<file path="src/hdl/esd_pkg.sv">
package esd_pkg;

    typedef enum logic [1:0] {
        MODE_PLAIN,
        MODE_ESCAPE,
        MODE_HEX_HI,
        MODE_HEX_LO
    } t_mode;

    typedef logic [7:0] t_byte;

    localparam t_byte CH_BACKSLASH = 8'h5C;
    localparam t_byte CH_X         = 8'h78;
    localparam t_byte CH_A_LOWER   = 8'h61;
    localparam t_byte CH_B_LOWER   = 8'h62;
    localparam t_byte CH_T_LOWER   = 8'h74;
    localparam t_byte CH_N_LOWER   = 8'h6E;
    localparam t_byte CH_V_LOWER   = 8'h76;
    localparam t_byte CH_F_LOWER   = 8'h66;
    localparam t_byte CH_R_LOWER   = 8'h72;
    localparam t_byte CH_ZERO      = 8'h30;
    localparam t_byte CH_A_UPPER   = 8'h41;

    localparam t_byte CC_BEL = 8'h07;
    localparam t_byte CC_BS  = 8'h08;
    localparam t_byte CC_HT  = 8'h09;
    localparam t_byte CC_LF  = 8'h0A;
    localparam t_byte CC_VT  = 8'h0B;
    localparam t_byte CC_FF  = 8'h0C;
    localparam t_byte CC_CR  = 8'h0D;

    // hex digit value, anything else counts as zero
    function automatic logic [3:0] hex_value(input t_byte c);
        logic [3:0] v;
        v = 4'd0;
        case (c) inside
            [8'h30:8'h39]: v = c[3:0];
            [8'h41:8'h46],
            [8'h61:8'h66]: v = c[3:0] + 4'd9;
            default:       v = 4'd0;
        endcase
        return v;
    endfunction

endpackage

</file>
<file path="src/hdl/esd_stream_if.sv">
interface esd_in_if;
    logic       valid;
    logic       ready;
    logic [7:0] in_byte;
    logic       in_last;

    modport source (output valid, output in_byte, output in_last, input ready);
    modport sink   (input valid, input in_byte, input in_last, output ready);
endinterface

interface esd_out_if;
    logic       valid;
    logic       ready;
    logic [7:0] out_byte;
    logic       out_last;

    modport source (output valid, output out_byte, output out_last, input ready);
    modport sink   (input valid, input out_byte, input out_last, output ready);
endinterface

</file>
<file path="src/hdl/escape_sequence_decoder_unit.sv">
// Backslash escape decoder for a byte stream. Each input transaction carries
// one character and a flag on the final character of a string; \a \b \t \n
// \v \f \r and a doubled backslash become one byte, \x with two following
// characters becomes one hex byte (non-hex digits count as 0), an unknown
// escape passes both characters through. A character yields zero to three
// output bytes, delivered in order, the last byte of a string flagged.
// Rate: one input transaction per cycle while each yields at most one byte
// and the output is ready; a character that yields two or three bytes
// occupies the three-byte result register, and the input stalls until its
// final byte is taken. Input ready follows output ready combinationally
// on that final byte; the first output byte follows in the next cycle.
module escape_sequence_decoder_unit
    import esd_pkg::*;
(
    input  logic      i_clk,
    input  logic      i_rst_n,
    esd_in_if.sink    i_in,
    esd_out_if.source o_out
);

    // decode state
    t_mode r_mode;
    t_mode n_mode;
    t_byte r_hex_hi;

    // result register: up to three bytes, drained from entry 0
    t_byte      r_bytes [3];
    logic [1:0] r_cnt;
    logic       r_last;

    // group built from the current input
    t_byte      n_bytes [3];
    logic [1:0] n_cnt;

    t_byte c;
    logic  last;
    logic  take;
    logic  slot_free;
    logic  acc;

    assign c    = i_in.in_byte;
    assign last = i_in.in_last;

    assign take      = (r_cnt != 2'd0) && o_out.ready;
    assign slot_free = (r_cnt == 2'd0) || (take && r_cnt == 2'd1);
    assign acc       = i_in.valid && slot_free;

    assign i_in.ready     = slot_free;
    assign o_out.valid    = (r_cnt != 2'd0);
    assign o_out.out_byte = r_bytes[0];
    assign o_out.out_last = r_last && (r_cnt == 2'd1);

    // next decode mode; end of string always returns to plain text
    always_comb begin
        n_mode = r_mode;
        case (r_mode)
            MODE_PLAIN: begin
                if (c == CH_BACKSLASH) n_mode = MODE_ESCAPE;
            end
            MODE_ESCAPE: begin
                n_mode = (c == CH_X) ? MODE_HEX_HI : MODE_PLAIN;
            end
            MODE_HEX_HI: n_mode = MODE_HEX_LO;
            MODE_HEX_LO: n_mode = MODE_PLAIN;
            default:     n_mode = MODE_PLAIN;
        endcase
        if (last) n_mode = MODE_PLAIN;
    end

    // output group for the current character
    always_comb begin
        n_bytes[0] = c;
        n_bytes[1] = c;
        n_bytes[2] = c;
        n_cnt      = 2'd0;
        case (r_mode)
            MODE_PLAIN: begin
                n_cnt = (c == CH_BACKSLASH && !last) ? 2'd0 : 2'd1;
            end
            MODE_ESCAPE: begin
                n_cnt = 2'd1;
                case (c)
                    CH_A_LOWER:   n_bytes[0] = CC_BEL;
                    CH_B_LOWER:   n_bytes[0] = CC_BS;
                    CH_T_LOWER:   n_bytes[0] = CC_HT;
                    CH_N_LOWER:   n_bytes[0] = CC_LF;
                    CH_V_LOWER:   n_bytes[0] = CC_VT;
                    CH_F_LOWER:   n_bytes[0] = CC_FF;
                    CH_R_LOWER:   n_bytes[0] = CC_CR;
                    CH_BACKSLASH: n_bytes[0] = CH_BACKSLASH;
                    CH_X: begin
                        n_bytes[0] = CH_BACKSLASH;
                        n_cnt      = last ? 2'd2 : 2'd0;
                    end
                    default: begin
                        // unknown escape: backslash then the character
                        n_bytes[0] = CH_BACKSLASH;
                        n_cnt      = 2'd2;
                    end
                endcase
            end
            MODE_HEX_HI: begin
                // string ends after \x and one more byte
                n_bytes[0] = CH_BACKSLASH;
                n_bytes[1] = CH_X;
                n_cnt      = last ? 2'd3 : 2'd0;
            end
            MODE_HEX_LO: begin
                n_bytes[0] = {hex_value(r_hex_hi), hex_value(c)};
                n_cnt      = 2'd1;
            end
            default: n_cnt = 2'd0;
        endcase
    end

    always_ff @(posedge i_clk) begin
        if (!i_rst_n) begin
            r_mode   <= MODE_PLAIN;
            r_cnt    <= 2'd0;
            r_hex_hi <= '0;
        end else begin
            if (acc) r_mode <= n_mode;
            if (acc && r_mode == MODE_HEX_HI && !last) r_hex_hi <= c;
            if (acc && n_cnt != 2'd0) begin
                r_cnt <= n_cnt;
            end else if (take) begin
                r_cnt <= r_cnt - 2'd1;
            end
        end
    end

    always_ff @(posedge i_clk) begin
        if (acc && n_cnt != 2'd0) begin
            r_bytes[0] <= n_bytes[0];
            r_bytes[1] <= n_bytes[1];
            r_bytes[2] <= n_bytes[2];
            r_last     <= last;
        end else if (take) begin
            r_bytes[0] <= r_bytes[1];
            r_bytes[1] <= r_bytes[2];
        end
    end

    // end of string always leaves plain text behind
    a_last_resets_mode: assert property (@(posedge i_clk) disable iff (!i_rst_n)
        acc && last |=> r_mode == MODE_PLAIN)
        else $error("mode not plain after final character");

    // a final character always produces a flagged group
    a_last_emits: assert property (@(posedge i_clk) disable iff (!i_rst_n)
        acc && last |=> r_cnt != 2'd0 && r_last)
        else $error("final character produced no flagged output");

    // low hex digit gives exactly one byte
    a_hex_lo_one: assert property (@(posedge i_clk) disable iff (!i_rst_n)
        acc && r_mode == MODE_HEX_LO |=> r_cnt == 2'd1 && r_mode == MODE_PLAIN)
        else $error("hex byte not a single output");

endmodule
</file>
<file path="src/flat_wrapper.sv">
// flat-port wrapper written by rule: the top's interface ports become plain ports
module escape_sequence_decoder_unit_flat import esd_pkg::*;
  (i_clk, i_rst_n, i_in_valid, i_in_in_byte, i_in_in_last, i_in_ready, o_out_valid, o_out_out_byte, o_out_out_last, o_out_ready);
  esd_in_if i_in_i ();
  esd_out_if o_out_i ();
  input  logic i_clk;
  input  logic i_rst_n;
  input wire logic [$bits(i_in_i.valid)-1:0] i_in_valid;
  input wire logic [$bits(i_in_i.in_byte)-1:0] i_in_in_byte;
  input wire logic [$bits(i_in_i.in_last)-1:0] i_in_in_last;
  output wire logic [$bits(i_in_i.ready)-1:0] i_in_ready;
  output wire logic [$bits(o_out_i.valid)-1:0] o_out_valid;
  output wire logic [$bits(o_out_i.out_byte)-1:0] o_out_out_byte;
  output wire logic [$bits(o_out_i.out_last)-1:0] o_out_out_last;
  input wire logic [$bits(o_out_i.ready)-1:0] o_out_ready;
  assign i_in_i.valid = i_in_valid;
  assign i_in_i.in_byte = i_in_in_byte;
  assign i_in_i.in_last = i_in_in_last;
  assign i_in_ready = i_in_i.ready;
  assign o_out_valid = o_out_i.valid;
  assign o_out_out_byte = o_out_i.out_byte;
  assign o_out_out_last = o_out_i.out_last;
  assign o_out_i.ready = o_out_ready;
  escape_sequence_decoder_unit u_core (.i_clk(i_clk), .i_rst_n(i_rst_n), .i_in(i_in_i), .o_out(o_out_i));
endmodule
</file>
<file path="config.mk">
export PLATFORM = sky130hd
export DESIGN_NAME = escape_sequence_decoder_unit_flat
export DESIGN_NICKNAME = d
export VERILOG_FILES = /design/src/hdl/esd_pkg.sv /design/src/hdl/esd_stream_if.sv /design/src/hdl/escape_sequence_decoder_unit.sv /design/src/flat_wrapper.sv
export SDC_FILE = /design/constraint.sdc
export NUM_CORES = 1
export LEC_CHECK = 0
export ABC_AREA = 0
export BUFFER_PORTS_ARGS = -buffer_cell sky130_fd_sc_hd__buf_2
export CAP_MARGIN = 20
export CORE_MARGIN = 10
export CORE_UTILIZATION = 55
export DETAILED_ROUTE_END_ITERATION = 7
export PLACE_DENSITY = 0.75
export SLEW_MARGIN = 20
export SYNTH_ARGS = -nofsm -noshare
export SYNTH_HDL_FRONTEND = slang
export SYNTH_SLANG_ARGS = --single-unit
</file>
<file path="constraint.sdc">
create_clock -name i_clk -period 3.4 [get_ports i_clk]
set_clock_uncertainty 0.05 [all_clocks]
set_input_delay 0.17 -clock i_clk [delete_from_list [all_inputs] [get_ports i_clk]]
set_output_delay 0.17 -clock i_clk [all_outputs]
set_load 0.05 [all_outputs]
</file>
==> flow_summary.json <==
{
  "startpoint_type": "flop",
  "synth_area_per_cell_um2": 10.29,
  "placed_area_um2": 2545,
  "first_iter_violations": 229,
  "final.setup.tns_ns": 0,
  "cts-root-buf": "clkbuf_8",
  "slew_violations": 0,
  "max_freq_mhz": 342.0,
  "p_leak_nw": 0.9388,
  "htreeDepth": 2,
  "syn_area_um2": 2470,
  "die_area_um2": 7571,
  "grt-ovfl-total": 0,
  "antenna_found_initial": 0,
  "period_minus_slack_ns": 2.924,
  "synthesis.nets": 264,
  "fp.dieH_um": 87.01,
  "hold_depth": 1,
  "ctsHoldBuffers": 0,
  "clkSinkCount": 37,
  "path_delay_family": "compound AO/OA/AOI/OAI gates",
  "place_congestion": 0.8855,
  "io_buffer_count": 23,
  "drt-total-wl_um": 5469,
  "hold_path.class": "input pin to flop",
  "fin_cells": 306,
  "cts_setup_buffers": 0,
  "antenna_cells": 0,
  "cp.depth": 5,
  "cpMaxStageDelayCell": "o221ai_1",
  "arrival_ns": 2.92,
  "relSlewSlack_pct": 33.27,
  "cts_tree": "done",
  "synth_flop_cell": "edfxtp_1",
  "cts_resized": 0,
  "path_class": "flop to flop",
  "status": "completed",
  "drive_gt1_share_pct": 20.47,
  "synthCells": 240,
  "required_ns": 3.39,
  "crit_buf_inv": 1,
  "wl_per_cell_um": 17.87,
  "rows": 24,
  "hold_viol_final": 0,
  "critPathMaxFanout": 16,
  "fin_area_um2": 2628,
  "p_per_area_nw_per_um2": 563.7,
  "grt_pass1_vias": 1804,
  "fin_nets": 277,
  "cp_slowest_stage_delay_ns": 0.76,
  "cp_cell_sequence": "inv_1 -> o21a_1 -> o221ai_1 -> and3_4 -> mux2_2",
  "initial_utilization_pct": 56.72,
  "dp.final_hpwl_um": 3994,
  "fp.dieW_um": 87.01,
  "num_vias": 1936,
  "final.period_utilization_pct": 85.99,
  "numCtsBuffers": 5,
  "avgViaCountPerCell": 6.327,
  "drcViolationCount": 0,
  "grt_use_total_pct": 14.86,
  "first_pass_iters": 4,
  "area_delta_synth_final_pct": 6.383,
  "synth-edff-count": 25,
  "ys_seq_elements": 37,
  "pin_count": 24,
  "reg2reg_depth": 5,
  "yosys_warnings": 0,
  "setup_violations": 0,
  "dp_cells": 298,
  "clk-insertion-delay-late_ns": 0.29,
  "ant_nets": 0,
  "clk_path_buf_depth": 2,
  "grt_max_degree": 19,
  "path_clk_slew_ns": 0.08,
  "worstMarginPinSlew_ns": 1.001,
  "utilization_pct": 60.34,
  "yosysUniqueCellTypes": 61,
  "fp.coreArea_um2": 4354,
  "async_reset_ff_share_pct": 0,
  "grt_setup_unrepaired": "false",
  "drv_cap": 0,
  "grt_pass1_wl_um": 9142,
  "p_total_mw": 1.481,
  "endpoint_kind": "flop",
  "ir_worst_vdd_uv": 264.3,
  "ys_seq_area_share_pct": 40.12
}
-- state kept, by name (all words and copies together), names as in the netlist --
signal	cells
u_core.r_bytes	24
u_core.r_hex_hi	8
u_core.r_cnt	2
u_core.r_mode	2
u_core.r_last	1
-- report_power, final --
part	switching, mW	internal (mW)	leakage, nW
Clock	0.159	0.142	0.0450
Combinational	0.380	0.158	0.555
Sequential	0.0286	0.613	0.338
Total	0.568	0.913	0.939
-- placed cells by master (no fill, tap or decap), drive strengths merged, types with 3 or more instances in the layout --
cell     n
mux2     9
buf     27
and2     4
clkbuf   6
nand3b   3
nand3    4
nor2     7
o31a     3
inv     13
o21ai   12
nand4b   4
a31oi    5
edfxtp  25
nor3     4
nand2   15
ha      11
o31ai    6
dfxtp   12
nor2b   10
mux2i   10
o41ai    4
a21oi    3
nand4    8
a21boi   3
nand2b   8
-- cell type report --
type	instances	area, µm²
Fill cell	364	1727
Clock inverter	2	10.01
Timing Repair Buffer	27	145.1
Inverter	13	48.80
Tap cell	52	65.06
Multi-Input combinational cell	169	1295
Sequential cell	37	991.0
Clock buffer	6	72.57
-- worst paths after layout --
kind	start	endpoint	slack (ns)
worst max register to register	u_core.r_mode[1]	u_core.r_bytes[0][14]	0.48
worst min register to register	u_core.r_hex_hi[6]	u_core.r_hex_hi[6]	0.50
worst max-delay path	u_core.r_mode[1]	u_core.r_bytes[0][14]	0.48
worst min-delay path	i_in_in_last	u_core.r_last	0.11
-- cells in the mapped netlist (all sizes together), types with 2 or more instances --
cell type,n,share of area (%)
nor3,4,1.0
and3,2,0.71
dfxtp,12,9.7
o31ai,6,1.8
nand2,15,2.3
a32oi,2,0.71
a31oi,5,1.3
o41ai,4,2.2
inv,13,2.0
clkbuf,7,1.1
nand3b,3,0.91
xnor2,2,0.71
or4b,2,0.81
a21oi,3,0.61
nor2b,10,2.5
and2,4,1.0
a41oi,2,1.0
o211ai,2,0.61
o31a,3,1.1
buf,14,4.4
mux2i,10,4.1
nand3,4,0.81
nand4,8,2.0
o21a,2,0.61
edfxtp,25,30
o21ai,12,2.4
o221ai,2,0.71
nor2,7,1.1
nand4b,4,1.4
mux2,9,4.4
nand2b,8,2.0
ha,11,5.6
or3b,2,0.71
a21boi,3,0.91
-- logic make-up after synthesis --
family	synth area share, %
multiplexers	8.460
buffers and inverters	7.447
XOR/XNOR	0.7093
adder cells (fa/ha/maj)	5.572
AND/OR/NAND/NOR	19.45
flip-flops	40.12
AO/OA/AOI/OAI	18.24
-- layer usage --
metal	part of all wire (%)	up-vias	global-route usage [%]
li1	-	930	-
met4	2.0	0	5.596
met2	47	72	23.18
met5	0	-	0
met3	6.3	10	3.652
met1	45	924	19.25
-- through the flow --
| stage | setup WS (ns) | hold WS [ns] |
|---|---|---|
| floorplan | 0.5850 | 0.2189 |
| global placement | 0.4611 | 0.4027 |
| detailed placement | 0.3624 | 0.4081 |
| CTS | 0.5648 | 0.1052 |
| global route | 0.3250 | 0.1033 |
| finish | 0.4762 | 0.1105 |
(Power assumes the default switching activity.)
